==> src/rtl/u8bmp_pkg.sv <==
package u8bmp_pkg;

   localparam logic [15:0] BadCode   = 16'hFFFD;
   localparam logic [7:0]  DelByte   = 8'h7F;
   localparam logic [7:0]  Lead2Mask = 8'b11100000;
   localparam logic [7:0]  Lead2Val  = 8'b11000000;
   localparam logic [7:0]  Lead3Mask = 8'b11110000;
   localparam logic [7:0]  Lead3Val  = 8'b11100000;
   localparam logic [7:0]  Lead4Mask = 8'b11111000;
   localparam logic [7:0]  Lead4Val  = 8'b11110000;
   localparam logic [7:0]  ContMask  = 8'b11000000;
   localparam logic [7:0]  ContVal   = 8'b10000000;

   localparam int WinBytes = 4;
   localparam int CntW     = 3;

   typedef logic [CntW-1:0] cnt_type;

   function automatic logic is_cont(input logic [7:0] b);
      return (b & ContMask) == ContVal;
   endfunction

   function automatic cnt_type seq_len(input logic [7:0] b);
      cnt_type n;
      n = '0;
      if ((b & Lead2Mask) == Lead2Val) begin
         n = cnt_type'(2);
      end else if ((b & Lead3Mask) == Lead3Val) begin
         n = cnt_type'(3);
      end else if ((b & Lead4Mask) == Lead4Val) begin
         n = cnt_type'(4);
      end
      return n;
   endfunction

endpackage

==> src/rtl/utf8_to_bmp_codepoint_decoder_top.sv <==
// Streaming UTF-8 decoder: takes one text byte per transaction and gives
// 16-bit code points, one per result transaction. A byte sits in a four-byte
// window (up to three waiting bytes of an unfinished sequence plus the new
// one); each cycle the head of the window is decoded and either gives one
// result or, for an incomplete but so far valid sequence, waits for more
// bytes. A byte that ends a sequence or stands alone is taken every cycle
// while the output is not stalled; a byte that releases several results
// (a bad continuation, or the end of text with bytes still waiting) holds
// the input until the last of them is given. Four-byte sequences, invalid
// bytes and 0x7F give 0xFFFD; last_of_text marks a text's final code point.
module utf8_to_bmp_codepoint_decoder_top
   import u8bmp_pkg::*;
(
   input  logic        clock,
   input  logic        reset,
   input  logic        req_valid,
   output logic        req_ready,
   input  logic [7:0]  req_data_byte,
   input  logic        req_end_of_text,
   output logic        rsp_valid,
   input  logic        rsp_ready,
   output logic [15:0] rsp_code_point,
   output logic        rsp_last_of_text
);

   logic [8*WinBytes-1:0] win_ff, win_in, win_shift;
   cnt_type               cnt_ff, cnt_in, base_cnt, shift_cnt;
   logic                  active_ff, active_in;
   logic                  end_ff, end_in;
   logic                  out_valid_ff, out_valid_in;
   logic [15:0]           out_code_ff, out_code_in;
   logic                  out_last_ff, out_last_in;

   logic [7:0]  b0, b1, b2, b3;
   cnt_type     need, consume, rem;
   logic        emit, hold, bad, short_seq;
   logic [15:0] code;
   logic        can_emit, fire_out, step_done, accept;

   assign b0 = win_ff[7:0];
   assign b1 = win_ff[15:8];
   assign b2 = win_ff[23:16];
   assign b3 = win_ff[31:24];

   always_comb begin
      need      = seq_len(b0);
      short_seq = cnt_ff < need;
      bad       = ((cnt_ff > cnt_type'(1)) && (need > cnt_type'(1)) && !is_cont(b1)) ||
                  ((cnt_ff > cnt_type'(2)) && (need > cnt_type'(2)) && !is_cont(b2)) ||
                  ((cnt_ff > cnt_type'(3)) && (need > cnt_type'(3)) && !is_cont(b3));
      emit      = 1'b1;
      hold      = 1'b0;
      consume   = cnt_type'(1);
      code      = BadCode;
      if (b0 < DelByte) begin
         code = {8'h00, b0};
      end else if (need == '0 || bad) begin
         code = BadCode;
      end else if (short_seq) begin
         if (!end_ff) begin
            emit = 1'b0;
            hold = 1'b1;
         end
      end else begin
         consume = need;
         case (need)
            cnt_type'(2): code = {5'b00000, b0[4:0], b1[5:0]};
            cnt_type'(3): code = {b0[3:0], b1[5:0], b2[5:0]};
            default:      code = BadCode;
         endcase
      end
   end

   assign rem       = cnt_ff - consume;
   assign can_emit  = !out_valid_ff || rsp_ready;
   assign fire_out  = active_ff && emit && can_emit;
   assign step_done = active_ff && (hold || (fire_out && rem == '0));
   assign req_ready = !active_ff || step_done;
   assign accept    = req_valid && req_ready;

   always_comb begin
      shift_cnt    = fire_out ? consume : '0;
      base_cnt     = cnt_ff - shift_cnt;
      win_shift    = win_ff >> {shift_cnt, 3'b000};
      win_in       = win_shift;
      cnt_in       = base_cnt;
      end_in       = end_ff;
      active_in    = active_ff && !step_done;
      if (accept) begin
         win_in[{base_cnt[1:0], 3'b000} +: 8] = req_data_byte;
         cnt_in    = base_cnt + cnt_type'(1);
         end_in    = req_end_of_text;
         active_in = 1'b1;
      end
      out_valid_in = out_valid_ff && !rsp_ready;
      out_code_in  = out_code_ff;
      out_last_in  = out_last_ff;
      if (fire_out) begin
         out_valid_in = 1'b1;
         out_code_in  = code;
         out_last_in  = end_ff && (rem == '0);
      end
   end

   always_ff @(posedge clock) begin
      if (reset) begin
         cnt_ff       <= '0;
         active_ff    <= 1'b0;
         end_ff       <= 1'b0;
         out_valid_ff <= 1'b0;
      end else begin
         cnt_ff       <= cnt_in;
         active_ff    <= active_in;
         end_ff       <= end_in;
         out_valid_ff <= out_valid_in;
      end
   end

   always_ff @(posedge clock) begin
      win_ff      <= win_in;
      out_code_ff <= out_code_in;
      out_last_ff <= out_last_in;
   end

   assign rsp_valid        = out_valid_ff;
   assign rsp_code_point   = out_code_ff;
   assign rsp_last_of_text = out_last_ff;

`ifndef SYNTHESIS
   a_idle_fits: assert property (@(posedge clock) disable iff (reset)
      !active_ff |-> cnt_ff <= cnt_type'(3))
      else $error("waiting window holds more than three bytes");

   a_active_nonempty: assert property (@(posedge clock) disable iff (reset)
      active_ff |-> (cnt_ff != '0 && cnt_ff <= cnt_type'(WinBytes)))
      else $error("active window empty or overfull");

   a_accept_active: assert property (@(posedge clock) disable iff (reset)
      accept |=> active_ff)
      else $error("accepted byte not under decode");

   a_last_flush: assert property (@(posedge clock) disable iff (reset)
      (fire_out && end_ff && rem == '0) |=>
         ((!active_ff && cnt_ff == '0) || (active_ff && cnt_ff == cnt_type'(1))))
      else $error("bytes left over after end of text");
`endif

endmodule

==> config.mk <==
export PLATFORM = sky130hd
export DESIGN_NAME = utf8_to_bmp_codepoint_decoder_top
export DESIGN_NICKNAME = d
export VERILOG_FILES = /design/src/rtl/u8bmp_pkg.sv /design/src/rtl/utf8_to_bmp_codepoint_decoder_top.sv
export SDC_FILE = /design/constraint.sdc
export NUM_CORES = 1
export LEC_CHECK = 0
export ABC_AREA = 1
export BUFFER_PORTS_ARGS = -buffer_cell sky130_fd_sc_hd__buf_4
export CAP_MARGIN = 15
export CELL_PAD_IN_SITES_DETAIL_PLACEMENT = 0
export CELL_PAD_IN_SITES_GLOBAL_PLACEMENT = 1
export CORE_MARGIN = 2
export CORE_UTILIZATION = 40
export CTS_CLUSTER_SIZE = 14
export DETAILED_ROUTE_END_ITERATION = 8
export PLACE_DENSITY = 0.76
export SETUP_SLACK_MARGIN = 0.15
export SLEW_MARGIN = 20
export SYNTH_ARGS = -nofsm -noshare
export SYNTH_HDL_FRONTEND = slang
export SYNTH_SLANG_ARGS = --single-unit
==> constraint.sdc <==
create_clock -name clock -period 3.8 [get_ports clock]
set_input_delay 0.19 -clock clock [delete_from_list [all_inputs] [get_ports clock]]
set_output_delay 0.19 -clock clock [all_outputs]
set_load 0.005 [all_outputs]
**Yosys cells after proc, flatten, opt, wreduce, memory -nomap -nowiden**

Index checks and enable logic that the tools add are counted.

- Add/sub/neg operators: 4
- $lt $le $gt $ge: 8
- Eq/ne operators: 8
- Shift-type cells: 3
- Multiplexer cells: 24
- Reduce and logical (&&, ||, !) cells: 29

Operators with widths:

| cell | number |
|---|---|
| $bwmux 32 | 1 |
| $mux 16 | 2 |
| $mux 32 | 1 |
| $pmux 16 s2 | 1 |
| $shift 8x7->32 const A | 1 |
| $shiftx 8x7->32 | 1 |
| $shr 32x6->32 | 1 |
| $mux 3 | 8 |
| $logic_and 1x1->1 | 14 |
| $gt 3x2->1 const B | 4 |
| $mux 1 | 10 |
| $lt 8x7->1 const B | 1 |
| $mux 8 | 1 |
| $logic_not 1->1 | 7 |
| $neg 5->7 | 1 |
| $eq 2x2->1 const B | 3 |
| $eq 3x2->1 const B | 2 |
| $gt 3x1->1 const B | 2 |
| $logic_not 3->1 | 2 |
| $logic_or 1x1->1 | 6 |
| $sub 3x3->3 | 2 |
| $eq 5x5->1 const B | 1 |
| $eq 4x4->1 const B | 1 |
| $add 3x1->3 const B | 1 |
| other kinds (2) | 2 |

- Flip-flop bits (word level): 55
- Bits of input ports: 13
- Output and inout bits: 19
- Logic and storage cells: 84

**Depth between registers and ports, before layout**

- Depth in word-level cells: 20
- Mapped depth: 25
- Depth with buffers taken out: 23

**Least setup slack after synthesis**

No wires, ideal clock.

- Path kind: flip-flop to flip-flop
- Start point: reg win_ff[4]
- End point: reg win_ff[6]
- Library setup time: 113 ps
- Arrival: 3475 ps
- Slack: 212 ps
- Cell stages (with the launch flop): 19
- Path buffers: 2
- Period minus slack after synthesis: 3588 ps
- Cell sequence: dfxtp_1 -> nand3_1 -> nor2_2 -> inv_1 -> ha_1 -> a21oi_1 -> nand3_4 -> nor2_8 -> nor2_8 -> nand2_8 -> nor2_8 -> inv_2 -> fa_1 -> ha_1 -> clkbuf_1 -> clkbuf_1 -> nor2_1 -> nand3_2 -> nand2_1

- Word-level cells in the longest chain between the ends: 20
- Elaborated cells on any way between the ends: 46
- Those cells by class: add/sub (3); order compare (5); eq/ne (2); shift (3); mux (15); reduce/logical (18)

RTL lines:

| what | RTL line | source |
|---|---|---|
| start: declaration | utf8_to_bmp_codepoint_decoder_top.sv:26 | `logic [8*WinBytes-1:0] win_ff, win_in, win_shift;` |
| start signal: assignment | utf8_to_bmp_codepoint_decoder_top.sv:120 | `win_ff <= win_in;` |
| $eq 5x5->1 | u8bmp_pkg.sv:30 | `end else if ((b & Lead4Mask) == Lead4Val) begin` |
| $mux 3 | u8bmp_pkg.sv:30 |  |
| $mux 3 | u8bmp_pkg.sv:28 | `end else if ((b & Lead3Mask) == Lead3Val) begin` |
| $mux 3 | u8bmp_pkg.sv:26 | `if ((b & Lead2Mask) == Lead2Val) begin` |
| $gt 3x1->1 or $gt 3x2->1 (tied branches) | utf8_to_bmp_codepoint_decoder_top.sv:48, utf8_to_bmp_codepoint_decoder_top.sv:49 |  |
| $logic_and 1x1->1 (on tied branches) (2 in series) | utf8_to_bmp_codepoint_decoder_top.sv:48, utf8_to_bmp_codepoint_decoder_top.sv:49 |  |
| $logic_or 1x1->1 | utf8_to_bmp_codepoint_decoder_top.sv:48 | `bad = ((cnt_ff > cnt_type'(1)) && (need > cnt_type'(1)) && !is_cont(b1)) \|\|` |
| $logic_or 1x1->1 | utf8_to_bmp_codepoint_decoder_top.sv:49 | `((cnt_ff > cnt_type'(2)) && (need > cnt_type'(2)) && !is_cont(b2)) \|\|` |
| [... 4 more ...] | n/a |  |
| $logic_and 1x1->1 or $logic_not 3->1 (tied branches) | utf8_to_bmp_codepoint_decoder_top.sv:76, utf8_to_bmp_codepoint_decoder_top.sv:77 |  |
| $mux 3 or $logic_and 1x1->1 (tied branches) | utf8_to_bmp_codepoint_decoder_top.sv:82, utf8_to_bmp_codepoint_decoder_top.sv:77 |  |
| $sub 3x3->3 or $logic_or 1x1->1 (tied branches) | utf8_to_bmp_codepoint_decoder_top.sv:83, utf8_to_bmp_codepoint_decoder_top.sv:77 |  |
| $neg 5->7 or $logic_and 1x1->1 (tied branches) | utf8_to_bmp_codepoint_decoder_top.sv:90, utf8_to_bmp_codepoint_decoder_top.sv:77 |  |
| $shiftx 8x7->32, or another cell as far along | utf8_to_bmp_codepoint_decoder_top.sv:90 | `win_in[{base_cnt[1:0], 3'b000} +: 8] = req_data_byte;` |
| $bwmux 32 or $logic_and 1x1->1 (tied branches) | utf8_to_bmp_codepoint_decoder_top.sv:90, utf8_to_bmp_codepoint_decoder_top.sv:79 |  |
| $mux 32 (*) | utf8_to_bmp_codepoint_decoder_top.sv:89 | `if (accept) begin` |
| net win_in[6] | utf8_to_bmp_codepoint_decoder_top.sv:26 |  |

Mark *: on every way through the listed nets, which the timed path passes. The rest lies on a longest branch.
A chain may end at the register's enable or synchronous reset.

**Worst setup path after layout**

- Start point: reg win_ff[6]
- End point: out req_ready

- Word-level cells in the longest chain between the ends: 18
- Elaborated cells on any way between the ends: 38
- Those cells by class: add/sub (1); order compare (5); eq/ne (3); mux (12); reduce/logical (17)

RTL lines:

| what | RTL line | source |
|---|---|---|
| $eq 5x5->1 | u8bmp_pkg.sv:30 |  |
| $mux 3 | u8bmp_pkg.sv:30 |  |
| $mux 3 | u8bmp_pkg.sv:28 |  |
| $mux 3 | u8bmp_pkg.sv:26 |  |
| $gt 3x1->1 or $gt 3x2->1 (tied branches) | utf8_to_bmp_codepoint_decoder_top.sv:48, utf8_to_bmp_codepoint_decoder_top.sv:49 |  |
| $logic_and 1x1->1 (on tied branches) (2 in series) | utf8_to_bmp_codepoint_decoder_top.sv:48, utf8_to_bmp_codepoint_decoder_top.sv:49 |  |
| $logic_or 1x1->1 | utf8_to_bmp_codepoint_decoder_top.sv:48 |  |
| $logic_or 1x1->1 | utf8_to_bmp_codepoint_decoder_top.sv:49 |  |
| $logic_or 1x1->1 | utf8_to_bmp_codepoint_decoder_top.sv:57 | `end else if (need == '0 \|\| bad) begin` |
| $mux 3 or $mux 1 (tied branches) | utf8_to_bmp_codepoint_decoder_top.sv:57 |  |
| $mux 3 or $mux 1 (tied branches) | utf8_to_bmp_codepoint_decoder_top.sv:55 | `if (b0 < DelByte) begin` |
| $sub 3x3->3 or $logic_and 1x1->1 (tied branches) | utf8_to_bmp_codepoint_decoder_top.sv:74, utf8_to_bmp_codepoint_decoder_top.sv:76 |  |
| $logic_not 3->1 or $logic_and 1x1->1 (tied branches) | utf8_to_bmp_codepoint_decoder_top.sv:77, utf8_to_bmp_codepoint_decoder_top.sv:76 |  |
| $logic_and 1x1->1 | utf8_to_bmp_codepoint_decoder_top.sv:77 | `assign step_done = active_ff && (hold \|\| (fire_out && rem == '0));` |
| $logic_or 1x1->1 (*) | utf8_to_bmp_codepoint_decoder_top.sv:77 |  |
| $logic_and 1x1->1 (*) | utf8_to_bmp_codepoint_decoder_top.sv:77 |  |
| $logic_or 1x1->1 (*) | utf8_to_bmp_codepoint_decoder_top.sv:78 | `assign req_ready = !active_ff \|\| step_done;` |
| end: declaration | utf8_to_bmp_codepoint_decoder_top.sv:17 | `output logic req_ready,` |

Mark *: on every way between the ends. The rest lies on a longest branch, timed or not.

==> summary.log <==
[cells_and_area] filler cell count 894
[placed_design] Post-DP HPWL 6.78 mm
[cts] deepest clock path buffer count 2
[timing] count of pins over their slew limit 0
[floorplanning] die height 99.0 um
[routing] remaining design rule violation count 0
[routing] first-pass iteration count of the detailed router 4
[setup_path] element type at the critical path end output pin
[setup_path] WP buf/inv 4
[logic_synthesis] sequential share of the synthesized area 0.352
[routing] number of design-rule violations left by the first detailed-router iteration 158
[cts] latest clock arrival within the worst-skew pair 0.31 ns
[cells_and_area] sequential cell area 1270 um^2
[grt] wire length of the first global-routing pass 15.7 mm
[cells_and_area] post-route cell area 4130 um^2
[cts] Clock Sink Count 55
[cells_and_area] Final #Nets 549
[routing] via count 3115
[worst_hold_path] Hold/Removal Path Class in2reg
[grt] Remaining Overflow, GRT 0
[floorplanning] die width 99.0 um
[timing] Tmin final 3.39 ns
[cells_and_area] Area Overhead vs Synth 14.2%
[grt] number of antenna violations at the first check in global routing 0
[logic_synthesis] count of cell types in the netlist 36
[logic_synthesis] simple-gate share of the synthesized area 0.428
[timing] final clock period utilization by the worst path 0.892
[setup_path] critical path startpoint category flop
[cts] clock transition time at the flip-flop clock pins of the worst setup and hold paths 0.11 ns
[cts] CTS buffer count 5
[timing] Slew HR 0.580
[floorplanning] Core Region 8720 um^2
[cells_and_area] final instance count without filler cells 636
[setup_path] cells along the critical path nand3_1 -> nor2_2 -> inv_1 -> ha_1 -> nand2_1 -> inv_1 -> nand2_2 -> nand2_4 -> nand3_4 -> ha_1 -> inv_1 -> o21bai_1 -> xor2_1 -> nand3_2 -> nand2_2 -> nand3_4 -> nand2_8 -> buf_4
[placed_design] # placed instances 625
[cts] CTS Hold Buffers Added 0
[grt] pin count of the biggest net entering global routing 41
[cells_and_area] leading cell type in the layout, fill and taps excluded sky130_fd_sc_hd__nand2_1
[logic_synthesis] combinational family with the most area after synthesis simple AND/OR/NAND/NOR gates
[timing] setup TNS 0 ns
[grt] via count of the first global-routing pass 3062
[setup_path] worst endpoint required time 3.61 ns
[power] power per cell area 785 nW/um^2
[setup_path] critical path's slowest cell sky130_fd_sc_hd__dfxtp_1
[logic_synthesis] mux share of post-synthesis cell area 0
[setup_path] CP top delay family simple AND/OR/NAND/NOR gates
[logic_synthesis] net count of the mapped netlist 518
[routing] routed len/inst 14.5 um
[cts] clock tree from TritonCTS built
[cells_and_area] area of combinational cells with multiple inputs 2080 um^2
[cts] level count of the clock H-tree 2
[setup_path] max incr delay on CP 0.42 ns
[placed_design] port buffer count 31
[cells_and_area] antenna diode count 0
[setup_path] Worst path most repeated cell sky130_fd_sc_hd__inv_1
[setup_path] Crit Path Category reg2out
[floorplanning] top-level I/O count 32
[floorplanning] DIE AREA 9810 um^2
[power] Static Leak 2.00 nW
[routing] Antenna Nets Post-Route 0
[floorplanning] row count 34
[setup_path] largest fanout on the critical path 6
[routing] drt via density 4.90
[timing] Achievable Freq 295 MHz
[cells_and_area] share of cells above drive strength 1 0.199
[logic_synthesis] post-synthesis compound-gate area fraction 0.0918
[run] Max-cap violations 0
[logic_synthesis] register bit count reported by yosys 55
[setup_path] data arrival time of the critical path 3.20 ns
[logic_synthesis] mean cell area of the mapped netlist 7.28 um^2
[placed_design] cell area after placement 3940 um^2
[timing] final setup violation count 0
[timing] RSZ-0062 raised after global routing no
[timing] Post-Route Skew 0.00817 ns
[timing] endpoints failing hold 0
[logic_synthesis] fraction of synthesized cell area in xor and xnor cells 0.00485
[logic_synthesis] adder-cell area share of the yosys netlist 0.0333
[logic_synthesis] synth warn 0
[floorplanning] starting density of the core 0.414
[logic_synthesis] post-synthesis instance total 496
[outcome] run status complete, no violations
[placed_design] routability-driven placement congestion ratio 0.835
[routing] drt total wl 9.24 mm
[cts] root cell of the clock tree sky130_fd_sc_hd__clkbuf_8
[logic_synthesis] combined area of all synthesized cells 3610 um^2
[timing] slew at the pin with the worst max-slew slack 0.628 ns
[cells_and_area] top library cells by usage in the layout, fill and taps aside sky130_fd_sc_hd__nand2_1, sky130_fd_sc_hd__inv_1, sky130_fd_sc_hd__nand3_1, sky130_fd_sc_hd__nor2_1, sky130_fd_sc_hd__buf_4
[power] maximum vdd ir drop 0.247 mV
[grt] all-layer global routing usage 0.198
==> metrics by stage <==
stage / total power, mW / utilization / worst slack, ns / hold WS [ns]
after floorplan: 2.35 / - / 0.212 / 0.259
after global placement: 2.78 / 0.452 / 0.0651 / 0.384
after detailed placement: 2.79 / 0.452 / 0.00263 / 0.388
after CTS: 3.18 / 0.466 / 0.155 / 0.0484
after global routing: 3.56 / 0.473 / 0.180 / 0.0476
final: 3.24 / 0.473 / 0.410 / 0.0476
==> kinds of logic (layout without fill, tap and decap cells) <==
logic type / after synthesis / after routing
and+or+nand+nor: 296 / 296
buffers and inverters: 80 / 112
DFF: 55 / 55
AOI/OAI and AO/OA: 54 / 54
adders and majority gates: 9 / 9
xor gates and xnor gates: 2 / 2
==> state kept, by name (all words and copies together), names as in the netlist <==
signal and flops:
rsp_last_of_text 1, rsp_valid 1, cnt_ff 3, win_ff 32, end_ff 1, rsp_code_point 16
active_ff 1
==> worst paths after layout <==
path | slack (ns) | cells after the start | startpoint | endpoint
max | 0.41 | 18 | win_ff[6] | req_ready
min | 0.05 | 2 | reset | active_ff
max reg2reg | 0.41 | 18 | win_ff[6] | win_ff[11]
min reg2reg | 0.51 | 2 | end_ff | end_ff
==> what timing repair did <==
item	4_1_cts	5_1_grt
gates resized for setup	4	9
buffers inserted	1	2
pin swaps	1	4
setup endpoints to repair	34	35
==> area by class of cell <==
type                            instances  share of cell area
Clock buffer                            5              0.0167
Clock inverter                          3             0.00546
Inverter                               64              0.0588
Multi-Input combinational cell        361               0.505
Sequential cell                        55               0.309
Tap cell                              108              0.0327
Timing Repair Buffer                   40              0.0728
==> power by group <==
| group | leakage (nW) | internal (mW) | switching, mW | total [mW] |
|---|---|---|---|---|
| combinational | 1.48 | 0.657 | 1.23 | 1.89 |
| clock | 0.0451 | 0.134 | 0.214 | 0.348 |
| sequential | 0.477 | 0.854 | 0.147 | 1.00 |
| total | 2.00 | 1.64 | 1.59 | 3.24 |
==> cells in the mapped netlist <==
cell type,number,share of area
sky130_fd_sc_hd__clkinv_1,1,0.0010
sky130_fd_sc_hd__o21bai_1,1,0.0021
sky130_fd_sc_hd__o211ai_1,8,0.017
sky130_fd_sc_hd__buf_4,1,0.0021
sky130_fd_sc_hd__inv_1,55,0.057
sky130_fd_sc_hd__a21oi_1,23,0.032
sky130_fd_sc_hd__nor2_1,45,0.047
sky130_fd_sc_hd__inv_2,7,0.0073
sky130_fd_sc_hd__buf_1,1,0.0010
sky130_fd_sc_hd__a21oi_2,4,0.0097
sky130_fd_sc_hd__nor2_4,5,0.016
sky130_fd_sc_hd__nor2_8,6,0.033
sky130_fd_sc_hd__nand2_8,2,0.011
sky130_fd_sc_hd__ha_1,8,0.028
sky130_fd_sc_hd__buf_6,2,0.0062
sky130_fd_sc_hd__a32o_1,1,0.0028
sky130_fd_sc_hd__nand2_2,5,0.0087
sky130_fd_sc_hd__edfxtp_1,17,0.14
sky130_fd_sc_hd__inv_4,1,0.0017
sky130_fd_sc_hd__o22ai_1,11,0.019
sky130_fd_sc_hd__nor2_2,1,0.0017
sky130_fd_sc_hd__buf_2,4,0.0055
sky130_fd_sc_hd__nor4_1,1,0.0017
sky130_fd_sc_hd__a31oi_1,1,0.0017
sky130_fd_sc_hd__clkbuf_1,8,0.0083
sky130_fd_sc_hd__nand3_2,10,0.028
sky130_fd_sc_hd__dfxtp_1,38,0.21
sky130_fd_sc_hd__nand3b_1,9,0.019
sky130_fd_sc_hd__nand3_1,49,0.068
sky130_fd_sc_hd__nand2_1,155,0.16
sky130_fd_sc_hd__o21ai_2,1,0.0024
sky130_fd_sc_hd__fa_1,1,0.0055
sky130_fd_sc_hd__o21ai_0,4,0.0055
sky130_fd_sc_hd__xor2_1,2,0.0049
sky130_fd_sc_hd__nand2_4,3,0.0094
sky130_fd_sc_hd__nand3_4,5,0.024
==> metal layers <==
metal / global-route usage / wire length [um] / vias up / part of all wire
li1: - / - / 1660 / -
met1: 0.298 / 4860 / 1375 / 0.53
met2: 0.308 / 3930 / 71 / 0.43
met3: 0.0206 / 309 / 9 / 0.033
met4: 0.0400 / 130 / 0 / 0.014
met5: 0 / 0 / - / 0
Note: power is estimated with default switching activity, not from simulation.
